[src/hhe_pkg.sv]
`timescale 1ns / 1ps
// ----------------------------------------------------------------------------
// hhe_pkg
// Types, constants and character helpers shared by the host header extractor.
// ----------------------------------------------------------------------------
package hhe_pkg;

   localparam int KEY_LEN = 5;

   localparam logic [7:0] CH_NUL   = 8'h00;
   localparam logic [7:0] CH_LF    = 8'h0A;
   localparam logic [7:0] CH_CR    = 8'h0D;
   localparam logic [7:0] CH_SPACE = 8'h20;

   localparam logic [15:0] SEARCH_LIMIT_RESET = 16'd8192;
   localparam logic [15:0] BYTES_SAT          = 16'hFFFF;

   typedef enum logic [2:0] {
      PH_LINE,
      PH_SKIP,
      PH_SPACE,
      PH_HOST,
      PH_DONE
   } phase_type;

   typedef enum logic [1:0] {
      STAT_FOUND,
      STAT_ENDED,
      STAT_HEADERS_END,
      STAT_LIMIT
   } status_type;

   typedef enum logic {
      KIND_CHAR,
      KIND_STATUS
   } kind_type;

   typedef struct packed {
      kind_type   result_kind;
      logic [7:0] host_char;
      status_type status;
      logic [7:0] host_length;
      logic       end_of_run;
   } rsp_item_type;

   // up to two result beats per input byte, first one always used first
   typedef struct packed {
      logic         push0;
      logic         push1;
      rsp_item_type item0;
      rsp_item_type item1;
   } scan_out_type;

   function automatic logic [7:0] host_key(input logic [2:0] idx);
      logic [7:0] k;
      unique case (idx)
         3'd0:    k = 8'h68; // h
         3'd1:    k = 8'h6F; // o
         3'd2:    k = 8'h73; // s
         3'd3:    k = 8'h74; // t
         3'd4:    k = 8'h3A; // :
         default: k = 8'h00;
      endcase
      return k;
   endfunction

   function automatic logic [7:0] to_lower(input logic [7:0] b);
      return (b >= 8'h41 && b <= 8'h5A) ? b + 8'd32 : b;
   endfunction

   function automatic logic is_host_char(input logic [7:0] b);
      return (b >= 8'h61 && b <= 8'h7A) || (b >= 8'h41 && b <= 8'h5A) ||
             (b >= 8'h30 && b <= 8'h39) || b == 8'h2E || b == 8'h2D;
   endfunction

endpackage

[src/hhe_channels.sv]
`timescale 1ns / 1ps
// ----------------------------------------------------------------------------
// hhe channels
// Valid/ready channel interfaces for request bytes, result beats and the
// search limit register write.
// ----------------------------------------------------------------------------
interface hhe_req_if;
   logic       valid;
   logic       ready;
   logic [7:0] data_byte;
   logic       last_byte;

   modport source (output valid, output data_byte, output last_byte, input ready);
   modport sink   (input valid, input data_byte, input last_byte, output ready);
endinterface

interface hhe_rsp_if;
   logic       valid;
   logic       ready;
   logic       result_kind;
   logic [7:0] host_char;
   logic [1:0] status;
   logic [7:0] host_length;
   logic       end_of_run;

   modport source (output valid, output result_kind, output host_char, output status,
                   output host_length, output end_of_run, input ready);
   modport sink   (input valid, input result_kind, input host_char, input status,
                   input host_length, input end_of_run, output ready);
endinterface

interface hhe_csr_if;
   logic        valid;
   logic        ready;
   logic [15:0] search_limit;

   modport source (output valid, output search_limit, input ready);
   modport sink   (input valid, input search_limit, output ready);
endinterface

[src/hhe_scan.sv]
`timescale 1ns / 1ps
// ----------------------------------------------------------------------------
// hhe_scan
// Per-byte scanner state machine: matches "host:" at line start, skips
// spaces, takes host characters and decides the final status.
// ----------------------------------------------------------------------------
module hhe_scan
   import hhe_pkg::*;
#(
   parameter int MAX_HOST_CHARS = 255
) (
   input  logic         clock,
   input  logic         reset,
   input  logic         beat,
   input  logic [7:0]   data_byte,
   input  logic         last_byte,
   input  logic [15:0]  search_limit,
   output scan_out_type scan_out
);

   localparam logic [7:0] MAX_CHARS = 8'(MAX_HOST_CHARS);
   localparam logic [2:0] KEY_LAST  = 3'(KEY_LEN - 1);

   phase_type   phase_ff,  phase_in,  phase_mid;
   logic [2:0]  match_ff,  match_in,  match_mid;
   logic        cr_ff,     cr_in,     cr_mid;
   logic        first_ff,  first_in,  first_mid;
   logic [15:0] bytes_ff,  bytes_in,  bytes_mid;
   logic [7:0]  name_ff,   name_in,   name_mid;
   logic        fin_pre_vld;
   status_type  fin_pre;
   logic        fin_vld;
   status_type  fin;
   logic        host_take;
   logic        char_ok;
   logic        emit;

   assign bytes_mid = (bytes_ff != BYTES_SAT) ? bytes_ff + 16'd1 : bytes_ff;

   // line, skip and space phases on the current byte
   always_comb begin
      phase_mid   = phase_ff;
      match_mid   = match_ff;
      cr_mid      = cr_ff;
      first_mid   = first_ff;
      fin_pre_vld = 1'b0;
      fin_pre     = STAT_FOUND;
      unique case (phase_ff)
         PH_LINE: begin
            if (cr_ff) begin
               cr_mid = 1'b0;
               if (data_byte == CH_LF) begin
                  fin_pre_vld = 1'b1;
                  fin_pre     = STAT_HEADERS_END;
               end else if (data_byte == CH_NUL) begin
                  fin_pre_vld = 1'b1;
                  fin_pre     = STAT_ENDED;
               end else begin
                  phase_mid = PH_SKIP;
               end
            end else if (match_ff == 3'd0 && !first_ff && data_byte == CH_LF) begin
               fin_pre_vld = 1'b1;
               fin_pre     = STAT_HEADERS_END;
            end else if (match_ff == 3'd0 && !first_ff && data_byte == CH_CR) begin
               cr_mid = 1'b1;
            end else if (data_byte == CH_NUL) begin
               fin_pre_vld = 1'b1;
               fin_pre     = STAT_ENDED;
            end else if (match_ff <= KEY_LAST && to_lower(data_byte) == host_key(match_ff)) begin
               if (match_ff == KEY_LAST) begin
                  match_mid = 3'd0;
                  phase_mid = PH_SPACE;
               end else begin
                  match_mid = match_ff + 3'd1;
               end
            end else if (data_byte == CH_LF) begin
               match_mid = 3'd0;
               first_mid = 1'b0;
            end else begin
               match_mid = 3'd0;
               phase_mid = PH_SKIP;
            end
         end
         PH_SKIP: begin
            if (data_byte == CH_NUL) begin
               fin_pre_vld = 1'b1;
               fin_pre     = STAT_ENDED;
            end else if (data_byte == CH_LF) begin
               phase_mid = PH_LINE;
               match_mid = 3'd0;
               first_mid = 1'b0;
            end
         end
         PH_SPACE: begin
            if (data_byte == CH_NUL) begin
               fin_pre_vld = 1'b1;
               fin_pre     = STAT_ENDED;
            end else if (data_byte != CH_SPACE) begin
               phase_mid = PH_HOST;
            end
         end
         default: begin
         end
      endcase
   end

   // host characters and the final status
   always_comb begin
      host_take = (phase_mid == PH_HOST) && !fin_pre_vld;
      char_ok   = is_host_char(data_byte) && (name_ff < MAX_CHARS);
      emit      = host_take && char_ok && (phase_ff != PH_DONE);
      name_mid  = emit ? name_ff + 8'd1 : name_ff;
      fin_vld   = 1'b0;
      fin       = STAT_FOUND;
      if (phase_ff == PH_DONE) begin
         fin_vld = 1'b0;
      end else if (fin_pre_vld) begin
         fin_vld = 1'b1;
         fin     = fin_pre;
      end else if (host_take && (!char_ok || name_mid >= MAX_CHARS)) begin
         fin_vld = 1'b1;
         fin     = STAT_FOUND;
      end else if (phase_mid != PH_HOST && bytes_mid >= search_limit) begin
         fin_vld = 1'b1;
         fin     = STAT_LIMIT;
      end else if (last_byte) begin
         fin_vld = 1'b1;
         fin     = (phase_mid == PH_HOST) ? STAT_FOUND : STAT_ENDED;
      end

      scan_out.push0 = beat && (emit || fin_vld);
      scan_out.push1 = beat && emit && fin_vld;

      scan_out.item1.result_kind = KIND_STATUS;
      scan_out.item1.host_char   = 8'h00;
      scan_out.item1.status      = fin;
      scan_out.item1.host_length = name_mid;
      scan_out.item1.end_of_run  = 1'b1;

      if (emit) begin
         scan_out.item0.result_kind = KIND_CHAR;
         scan_out.item0.host_char   = data_byte;
         scan_out.item0.status      = STAT_FOUND;
         scan_out.item0.host_length = 8'h00;
         scan_out.item0.end_of_run  = 1'b0;
      end else begin
         scan_out.item0 = scan_out.item1;
      end
   end

   // next state
   always_comb begin
      phase_in = phase_mid;
      match_in = match_mid;
      cr_in    = cr_mid;
      first_in = first_mid;
      bytes_in = bytes_mid;
      name_in  = name_mid;
      if (phase_ff == PH_DONE || fin_vld) begin
         if (last_byte) begin
            phase_in = PH_LINE;
            match_in = 3'd0;
            cr_in    = 1'b0;
            first_in = 1'b1;
            bytes_in = 16'd0;
            name_in  = 8'd0;
         end else begin
            phase_in = PH_DONE;
            bytes_in = bytes_ff;
            name_in  = name_ff;
         end
      end
   end

   always_ff @(posedge clock) begin
      if (reset) begin
         phase_ff <= PH_LINE;
         match_ff <= 3'd0;
         cr_ff    <= 1'b0;
         first_ff <= 1'b1;
         bytes_ff <= 16'd0;
         name_ff  <= 8'd0;
      end else if (beat) begin
         phase_ff <= phase_in;
         match_ff <= match_in;
         cr_ff    <= cr_in;
         first_ff <= first_in;
         bytes_ff <= bytes_in;
         name_ff  <= name_in;
      end
   end

endmodule

[src/hhe_rsp_fifo.sv]
`timescale 1ns / 1ps
// ----------------------------------------------------------------------------
// hhe_rsp_fifo
// Four-entry result queue taking up to two beats per cycle and giving one while out_ready is high.
// ----------------------------------------------------------------------------
module hhe_rsp_fifo
   import hhe_pkg::*;
(
   input  logic         clock,
   input  logic         reset,
   input  scan_out_type scan_out,
   output logic         room,
   output logic         out_valid,
   input  logic         out_ready,
   output rsp_item_type out_item
);

   localparam int DEPTH = 4;
   localparam int AW    = $clog2(DEPTH);

   rsp_item_type      mem_ff [DEPTH];
   logic [AW-1:0]     wr_ff, wr_in;
   logic [AW-1:0]     rd_ff, rd_in;
   logic [AW:0]       count_ff, count_in;
   logic              pop;
   logic [AW-1:0]     wr_next;

   assign room      = count_ff <= (AW + 1)'(DEPTH - 2);
   assign out_valid = count_ff != '0;
   assign out_item  = mem_ff[rd_ff];
   assign pop       = out_valid && out_ready;
   assign wr_next   = wr_ff + AW'(1);

   always_comb begin
      wr_in    = wr_ff + AW'(scan_out.push0) + AW'(scan_out.push1);
      rd_in    = rd_ff + AW'(pop);
      count_in = count_ff + (AW + 1)'(scan_out.push0) + (AW + 1)'(scan_out.push1)
                 - (AW + 1)'(pop);
   end

   always_ff @(posedge clock) begin
      if (scan_out.push0) begin
         mem_ff[wr_ff] <= scan_out.item0;
      end
      if (scan_out.push1) begin
         mem_ff[wr_next] <= scan_out.item1;
      end
   end

   always_ff @(posedge clock) begin
      if (reset) begin
         wr_ff    <= '0;
         rd_ff    <= '0;
         count_ff <= '0;
      end else begin
         wr_ff    <= wr_in;
         rd_ff    <= rd_in;
         count_ff <= count_in;
      end
   end

endmodule

[src/http_host_header_extractor.sv]
`timescale 1ns / 1ps
// ----------------------------------------------------------------------------
// http_host_header_extractor
// Finds the Host header of an HTTP request and streams out its characters
// followed by one final status beat.
// ----------------------------------------------------------------------------
// The block takes one request byte per clock while its queue has room. Each
// byte is decoded in the cycle it is accepted and yields zero, one or two
// result beats (a host character and/or the final status), which go into a
// four-entry output queue. A byte is accepted whenever the queue has two
// free entries, so with the result side taking a beat every cycle the input
// runs at one byte per clock; only the single byte that produces both a
// character and the status puts an extra beat into the queue. The search
// limit register is written through the csr channel, which is always ready,
// and should be changed only while the block is idle.
module http_host_header_extractor
   import hhe_pkg::*;
#(
   parameter int MAX_HOST_CHARS = 255
) (
   input  logic clock,
   input  logic reset,
   hhe_req_if.sink   req_if,
   hhe_rsp_if.source rsp_if,
   hhe_csr_if.sink   csr_if
);

   logic [15:0]  limit_ff;
   logic         room;
   logic         beat;
   scan_out_type scan_out;
   rsp_item_type out_item;

   assign csr_if.ready = 1'b1;
   assign req_if.ready = room;
   assign beat         = req_if.valid && room;

   always_ff @(posedge clock) begin
      if (reset) begin
         limit_ff <= SEARCH_LIMIT_RESET;
      end else if (csr_if.valid) begin
         limit_ff <= csr_if.search_limit;
      end
   end

   hhe_scan #(
      .MAX_HOST_CHARS (MAX_HOST_CHARS)
   ) u_scan (
      .clock        (clock),
      .reset        (reset),
      .beat         (beat),
      .data_byte    (req_if.data_byte),
      .last_byte    (req_if.last_byte),
      .search_limit (limit_ff),
      .scan_out     (scan_out)
   );

   hhe_rsp_fifo u_fifo (
      .clock     (clock),
      .reset     (reset),
      .scan_out  (scan_out),
      .room      (room),
      .out_valid (rsp_if.valid),
      .out_ready (rsp_if.ready),
      .out_item  (out_item)
   );

   assign rsp_if.result_kind = out_item.result_kind;
   assign rsp_if.host_char   = out_item.host_char;
   assign rsp_if.status      = out_item.status;
   assign rsp_if.host_length = out_item.host_length;
   assign rsp_if.end_of_run  = out_item.end_of_run;

endmodule

[src/flat_wrapper.sv]
// flat-port wrapper written by rule: the top's interface ports become plain ports
module http_host_header_extractor_flat import hhe_pkg::*;
#(
   parameter int MAX_HOST_CHARS = 255
)
  (clock, reset, req_if_valid, req_if_data_byte, req_if_last_byte, req_if_ready, rsp_if_valid, rsp_if_result_kind, rsp_if_host_char, rsp_if_status, rsp_if_host_length, rsp_if_end_of_run, rsp_if_ready, csr_if_valid, csr_if_search_limit, csr_if_ready);
  hhe_req_if req_if_i ();
  hhe_rsp_if rsp_if_i ();
  hhe_csr_if csr_if_i ();
  input  logic clock;
  input  logic reset;
  input wire logic [$bits(req_if_i.valid)-1:0] req_if_valid;
  input wire logic [$bits(req_if_i.data_byte)-1:0] req_if_data_byte;
  input wire logic [$bits(req_if_i.last_byte)-1:0] req_if_last_byte;
  output wire logic [$bits(req_if_i.ready)-1:0] req_if_ready;
  output wire logic [$bits(rsp_if_i.valid)-1:0] rsp_if_valid;
  output wire logic [$bits(rsp_if_i.result_kind)-1:0] rsp_if_result_kind;
  output wire logic [$bits(rsp_if_i.host_char)-1:0] rsp_if_host_char;
  output wire logic [$bits(rsp_if_i.status)-1:0] rsp_if_status;
  output wire logic [$bits(rsp_if_i.host_length)-1:0] rsp_if_host_length;
  output wire logic [$bits(rsp_if_i.end_of_run)-1:0] rsp_if_end_of_run;
  input wire logic [$bits(rsp_if_i.ready)-1:0] rsp_if_ready;
  input wire logic [$bits(csr_if_i.valid)-1:0] csr_if_valid;
  input wire logic [$bits(csr_if_i.search_limit)-1:0] csr_if_search_limit;
  output wire logic [$bits(csr_if_i.ready)-1:0] csr_if_ready;
  assign req_if_i.valid = req_if_valid;
  assign req_if_i.data_byte = req_if_data_byte;
  assign req_if_i.last_byte = req_if_last_byte;
  assign req_if_ready = req_if_i.ready;
  assign rsp_if_valid = rsp_if_i.valid;
  assign rsp_if_result_kind = rsp_if_i.result_kind;
  assign rsp_if_host_char = rsp_if_i.host_char;
  assign rsp_if_status = rsp_if_i.status;
  assign rsp_if_host_length = rsp_if_i.host_length;
  assign rsp_if_end_of_run = rsp_if_i.end_of_run;
  assign rsp_if_i.ready = rsp_if_ready;
  assign csr_if_i.valid = csr_if_valid;
  assign csr_if_i.search_limit = csr_if_search_limit;
  assign csr_if_ready = csr_if_i.ready;
  http_host_header_extractor #(.MAX_HOST_CHARS(MAX_HOST_CHARS)) u_core (.clock(clock), .reset(reset), .req_if(req_if_i), .rsp_if(rsp_if_i), .csr_if(csr_if_i));
endmodule
[config.mk]
export PLATFORM = sky130hd
export DESIGN_NAME = http_host_header_extractor_flat
export DESIGN_NICKNAME = d
export VERILOG_FILES = /design/src/hhe_pkg.sv /design/src/hhe_channels.sv /design/src/hhe_scan.sv /design/src/hhe_rsp_fifo.sv /design/src/http_host_header_extractor.sv /design/src/flat_wrapper.sv
export SDC_FILE = /design/constraint.sdc
export NUM_CORES = 1
export LEC_CHECK = 0
export BUFFER_PORTS_ARGS = -buffer_cell sky130_fd_sc_hd__buf_4
export CAP_MARGIN = 20
export CORE_UTILIZATION = 49
export CTS_BUF_LIST = sky130_fd_sc_hd__clkbuf_16
export CTS_CLUSTER_SIZE = 8
export DETAILED_ROUTE_END_ITERATION = 6
export GPL_TIMING_DRIVEN = 0
export PLACE_DENSITY = 0.67
export SLEW_MARGIN = 20
export SYNTH_ARGS = -nofsm -noshare
export SYNTH_HDL_FRONTEND = slang
export SYNTH_HIERARCHICAL = 1
export SYNTH_SLANG_ARGS = --single-unit
[constraint.sdc]
create_clock -name clock -period 8.7 [get_ports clock]
set_input_delay 1.74 -clock clock [delete_from_list [all_inputs] [get_ports clock]]
set_output_delay 1.74 -clock clock [all_outputs]
set_load 0.005 [all_outputs]
==> summary.md, run 1 <==
| Metric | Value |
|---|---|
| Final wirelength | 21.0 mm |
| Detailed placement HPWL | 14.9 mm |
| Post-synth EDFFs | 80 |
| Max_cap viols | 0 |
| Design area | 9830 sq um |
| Die height | 134 um |
| Synth warn | 6 |
| Initial antenna violation count | 0 |
| Fin nets | 948 |
| Worst Hold Class | flop to flop |
| Cts bufs inserted | 17 |
| DP Worst Slack | 944 ps |
| Startpoint types | primary input |
| WP data required | 8740 ps |
| Post-CTS Resized | 0 |
| Clock Sinks | 135 |
| Post-synth top area share | 28.2% |
| F_max | 134 MHz |
| Detailed Routing Iterations Pass 1 | 5 |
| Fin crit share | 85.8% |
| CTS tree | yes |
| First-pass GRT wire length | 34.2 mm |
| # diodes | 0 |
| Final Util | 58.7% |
| Number of port buffers | 50 |
| Dpl cell area | 9280 sq um |
| CP Capture Type | flop |
| Clk slew on worst S/H paths | 60 ps |
| WL per Instance | 18.7 um |
| RSZ-0062 raised after global routing | no |
| Cells after synthesis | 804 |
| Min Tclk post-route | 7460 ps |
| Slew headroom | 39.8% |
| Postcts setup bufs | 0 |
| WP data arrival | 7510 ps |
| Setup_tns | 0 ps |
| GRT Total Usage | 24.6% |
| Power Dens Cells | 190 nW/um^2 |
| Cell Area, Synth | 8510 sq um |
| Final Max Tran Viols | 0 |
| Core area | 16800 sq um |
| Initial Utilization | 50.8% |
| Synth Register Bits | 135 |
| Status | finished clean |
| Endpoints failing setup | 0 |
| Worst slew pin tran | 881 ps |
| Seq/Total Area, Yosys | 41.1% |
| DRC | 0 |
| Number of core rows | 47 |
| Fin worst setup slack | 1240 ps |
| Routed Antenna Nets | 0 |
| Simple-Gate Fraction of Synth Area | 15.0% |
| XOR/XNOR Fraction of Synth Area | 2.47% |
| Largest net degree at the start of global routing | 21 |
| Synth-to-Final Area Change | 15.5% |
| Hold-fix buffers, CTS | 0 |
| Layout cells sized above 1 | 26.9% |
| Main combinational cell family by area after synthesis | multiplexers |
| Vias | 6588 |
| Maximum VDD drop | 0.148 mV |
| Leakage | 3.90 nW |
| Boundary Pins | 53 |
| Overall Power | 1.87 mW |
| Root Buffer | clkbuf_16 |
| Clk Latency, worst-skew pair | 420 ps |
| Async SR Flop Fraction | 0% |
| Syn Area/Cell | 10.6 sq um |
| Final Skew | 11.4 ps |
| Die area | 17900 sq um |
| Initial DRC count | 420 |
| CTS Buffer Depth | 2 |
| Avg Vias per Cell | 5.89 |
| Unique masters post-synth | 77 |
| Total gr overflow | 0 |
| Leading area contributor after synthesis | edfxtp_1 |
| Top cells by area, synth | edfxtp_1, dfxtp_1, mux2_2, mux4_2, ha_1 |
| Crit Path Max Fanout | 20 |
| GP Congestion | 0.875 |
| Number of global-route vias before repair | 6634 |
| Post-synthesis compound-gate area fraction | 12.3% |
| Final hold violations | 0 |
| Post-synthesis adder-cell area fraction | 5.11% |
| Synth top cells by count | edfxtp_1, mux2_2, nor2_1 |
| Max H-tree Level | 4 |
| Critical path class | primary input to flop |
| Die width | 134 um |
| Post-synthesis mux area share | 18.1% |
| Ys flop type | edfxtp_1 |
-- per-layer routing --
| layer | share of wire, % | track usage [%] | vias to the layer above |
|---|---|---|---|
| met1 | 43 | 30.4 | 3215 |
| met3 | 4.0 | 3.67 | 42 |
| met2 | 51 | 42.9 | 190 |
| met4 | 2.4 | 9.66 | 0 |
| met5 | 0 | 0 | - |
| li1 | - | - | 3141 |
-- sequential cells by signal, summed over array words and instances (netlist names) --
register and flops:
u_core/u_fifo/rd_ff 2, u_core/u_scan/first_ff 1, u_core/u_fifo/count_ff 3, u_core/limit_ff 16, u_core/u_scan/phase_ff 3, u_core/u_scan/name_ff 8, u_core/u_scan/bytes_ff 16, u_core/u_scan/match_ff 3
u_core/u_fifo/wr_ff 2, u_core/u_fifo/mem_ff 80, u_core/u_scan/cr_ff 1
-- metrics by stage --
step	std cells	hold slack (ps)
4_1_cts	1118	494
3_3_place_gp	1083	476
5_1_grt	1118	528
6_report	1118	494
2_1_floorplan	813	437
3_5_place_dp	1086	487
-- area by class of cell --
type                       count  area, sq um
buffer                        62          344
clock buffer                  17          425
clock inverter                15          129
fill                        1412         6930
inverter                      38          143
multi-input combinational    578         4600
sequential                   135         3500
tap                          220          275
timing repair buffer          53          413
-- final timing paths --
kind | start | slack [ps] | cells after the start | to
hold / removal | u_core/u_scan/bytes_ff[12] | 490 | 2 | u_core/u_scan/bytes_ff[12]
setup reg to reg | u_core/u_scan/match_ff[2] | 1870 | 20 | u_core/u_fifo/mem_ff[3][10]
setup / recovery | req_if_data_byte[0] | 1240 | 18 | u_core/u_fifo/mem_ff[3][10]
hold reg to reg | u_core/u_scan/bytes_ff[12] | 490 | 2 | u_core/u_scan/bytes_ff[12]
-- worst max-delay path, cell delays in order --
cell and delay [ps]:
buf_4 110, buf_2 170, and4bb_2 390, a32oi_1 170, or4_1 570, a211oi_2 320
a21oi_2 160, a211oi_4 420, buf_2 300, clkinv_1 440, ha_1 450, inv_1 160
o211a_1 260, and3_1 210, o31ai_1 100, nor2_1 560, mux2i_1 330, nor2b_4 640
-- cells by family after synthesis --
kind of cell,count (synthesis)
DFF,135
muxes,119
other,3
xor gates and xnor gates,24
and+or+nand+nor,235
AOI/OAI and AO/OA,155
buffers and inverters,100
adders and majority gates,33
-- layout by cell type, fill, tap and decap left out, drive strengths merged, types with 6 or more instances in the layout --
cell type / count
o31ai: 6
nand2b: 14
nor2b: 19
o22ai: 13
buf: 94
and3: 14
nor2: 61
mux4: 20
a21o: 15
nor3: 15
ha: 30
xnor2: 12
xor2: 12
nand4: 21
clkinvlp: 7
dfxtp: 55
nor3b: 11
nor4: 8
and2: 12
inv: 40
o21ai: 38
nand2: 27
edfxtp: 80
mux2i: 16
a21oi: 42
conb: 12
mux2: 83
nand3: 11
clkbuf: 38
-- power by group --
part	internal, mW	total, mW	switching [mW]
combinational	0.220	0.454	0.234
sequential	0.713	0.735	0.0217
clock	0.392	0.677	0.285
total	1.33	1.87	0.540
Note: power is estimated with default switching activity, not from simulation.
==> inputs of run 2 (changes only) <==
Settings changed: CORE_ASPECT_RATIO set to 1.4.
==> run 2 against run 1 <==
Routed wire length down 7.2%. Clock skew is 0.63 ps lower. Fmax rose by 2.0%. Clock power grew 4.0%. Highest routed layer unchanged.
==> summary.md, run 2 (synthesized netlist as in run 1, its figures left out) <==
| Metric | Value |
|---|---|
| Final Skew | 10.8 ps (-0.633 ps) |
| CP Cell Sequence | buf_4, buf_2, and4bb_2, a32oi_1, or4_1, a211oi_2, a21oi_2, a211oi_4, buf_2, clkinv_1, ha_1, inv_1, o211a_1, and3_1, o31ai_1, nor2_1, mux2i_1, nor2b_4 |
| Critical path class | primary input to flop |
| Initial Utilization | 50.4% (-0.38 points) |
| Largest stage delay, worst path | 660 ps (+20 ps) |
| Fin worst setup slack | 1380 ps (+149 ps) |
| Final hold violations | 0 (unchanged) |
| Initial DRC count | 384 (-8.6%) |
| Filler Cell Count | 1434 (+1.6%) |
| Worst path most repeated cell | buf_2 |
| Leakage | 3.92 nW (+0.44%) |
| Area of the multi-input gates | 4600 sq um (about the same) |
| Synth-to-Final Area Change | 16.0% |
| Status | finished clean |
| Max_cap viols | 0 (unchanged) |
| Initial antenna violation count | 0 (unchanged) |
| Setup_tns | 0 ps (unchanged) |
| Clk Latency, worst-skew pair | 430 ps (about the same) |
| Core area | 16900 sq um (+0.75%) |
| Hold-fix buffers, CTS | 0 (unchanged) |
| Biggest register | u_core/u_fifo/mem_ff |
| Worst slew pin tran | 955 ps (+74.9 ps) |
| RSZ-0062 raised after global routing | no |
| Clock Sinks | 135 (unchanged) |
| Min Tclk post-route | 7320 ps (-149 ps) |
| Die area | 17900 sq um (about the same) |
| Vias | 6290 (-4.5%) |
| Startpoint types | primary input |
| Wire length on met3 | 673 um (-20%) |
| Postcts setup bufs | 0 (unchanged) |
| Boundary Pins | 53 (unchanged) |
| Power Dens Cells | 191 nW/um^2 (+0.49%) |
| DRC | 0 (unchanged) |
| Final wirelength | 19.4 mm (-7.2%) |
| # diodes | 0 (unchanged) |
| Routed Antenna Nets | 0 (unchanged) |
| Avg Vias per Cell | 5.58 (-5.4%) |
| CTS Buffer Depth | 2 (unchanged) |
| Max reg flops | 80 (unchanged) |
| Root Buffer | clkbuf_16 |
| Crit Path Max Fanout | 20 (unchanged) |
| Design area | 9870 sq um (+0.42%) |
| Final Max Tran Viols | 0 (unchanged) |
| Layout cells sized above 1 | 26.8% (-0.16 points) |
| Number of core rows | 56 (+19%) |
| WP data required | 8760 ps (+20 ps) |
| CTS tree | yes |
| First-pass GRT wire length | 32.0 mm (-6.4%) |
| R2r setup slk | 2070 ps (+200 ps) |
| Detailed placement HPWL | 13.8 mm (-7.4%) |
| Overall Power | 1.88 mW (+0.92%) |
| Max H-tree Level | 4 (unchanged) |
| Die height | 158 um (+18%) |
| Slowest-stage cell, CP | nor2b_4 |
| WP data arrival | 7370 ps (-140 ps) |
| Seq. cell area | 3500 sq um (unchanged) |
| Die width | 113 um (-15%) |
| Worst Hold Class | flop to flop |
| Dpl cell area | 9300 sq um (+0.22%) |
| Fin crit share | 84.1% (-1.7 points) |
| Placed cells | 1097 (+1.0%) |
| Total gr overflow | 0 (unchanged) |
| Top Metal Used | met4 |
| F_max | 137 MHz (+2.0%) |
| Min Hold Slack | 489 ps (-4.17 ps) |
| DP Worst Slack | 934 ps (-9.92 ps) |
| Maximum VDD drop | 0.112 mV (-24%) |
| Post-CTS Resized | 0 (unchanged) |
| Final Util | 58.5% (-0.19 points) |
| WL per Instance | 17.2 um (-8.1%) |
| Met2 Wirelength | 10.2 mm (-4.1%) |
| Commonest cells after routing, fill and taps aside | mux2_2, edfxtp_1, buf_4, nor2_1, dfxtp_1 |
| Cts bufs inserted | 17 (unchanged) |
| GP Congestion | 0.894 (+2.2%) |
| Largest registers | u_core/u_fifo/mem_ff x80, u_core/limit_ff x16, u_core/u_scan/bytes_ff x16 |
| Metal1 wirelength | 8.31 mm (-7.6%) |
| Slew headroom | 34.7% (-5.1 points) |
| Largest net degree at the start of global routing | 21 (unchanged) |
| Fin nets | 947 (-0.11%) |
| Detailed Routing Iterations Pass 1 | 6 (+1) |
| GRT Total Usage | 23.3% (-1.2 points) |
| Endpoints failing setup | 0 (unchanged) |
| Clk slew on worst S/H paths | 60 ps (about the same) |
| CP Capture Type | flop |
| Number of port buffers | 50 (unchanged) |
| Final non-filler cell total | 1128 (+0.89%) |
| Number of global-route vias before repair | 6317 (-4.8%) |
[run 2: area by class of cell]
cell class | count | share of cell area [%]
clock inverter | 14 | 1.53
multi-input combinational | 578 | 46.6
clock buffer | 17 | 4.31
buffer | 62 | 3.48
inverter | 38 | 1.44
sequential | 135 | 35.5
tap | 232 | 2.94
timing repair buffer | 52 | 4.23
[run 2: power breakdown]
part	internal (mW)	switching, mW	total (mW)
clock network	0.421	0.282	0.704
registers	0.714	0.0210	0.735
logic	0.218	0.227	0.445
[run 2: final timing paths]
kind                        startpoint                    endpoint  depth (start not counted)
max reg2reg  u_core/u_scan/match_ff[2]  u_core/u_fifo/mem_ff[3][2]                         20
min                u_core/limit_ff[10]         u_core/limit_ff[10]                          2
min reg2reg        u_core/limit_ff[10]         u_core/limit_ff[10]                          2
max                req_if_data_byte[0]  u_core/u_fifo/mem_ff[3][2]                         18
[run 2: critical path, delay by kind of cell]
kind,cells,cell delay [ps]
buffers and inverters,5,1160
muxes,1,310
adders and majority gates,1,450
and+or+nand+nor,5,2290
AOI/OAI and AO/OA,6,1390
[run 2: per-layer routing]
layer | track usage (%) | vias up
met5 | 0 | -
met4 | 8.15 | 0
met3 | 3.75 | 23
met2 | 42.8 | 152
met1 | 27.4 | 2982
li1 | - | 3133
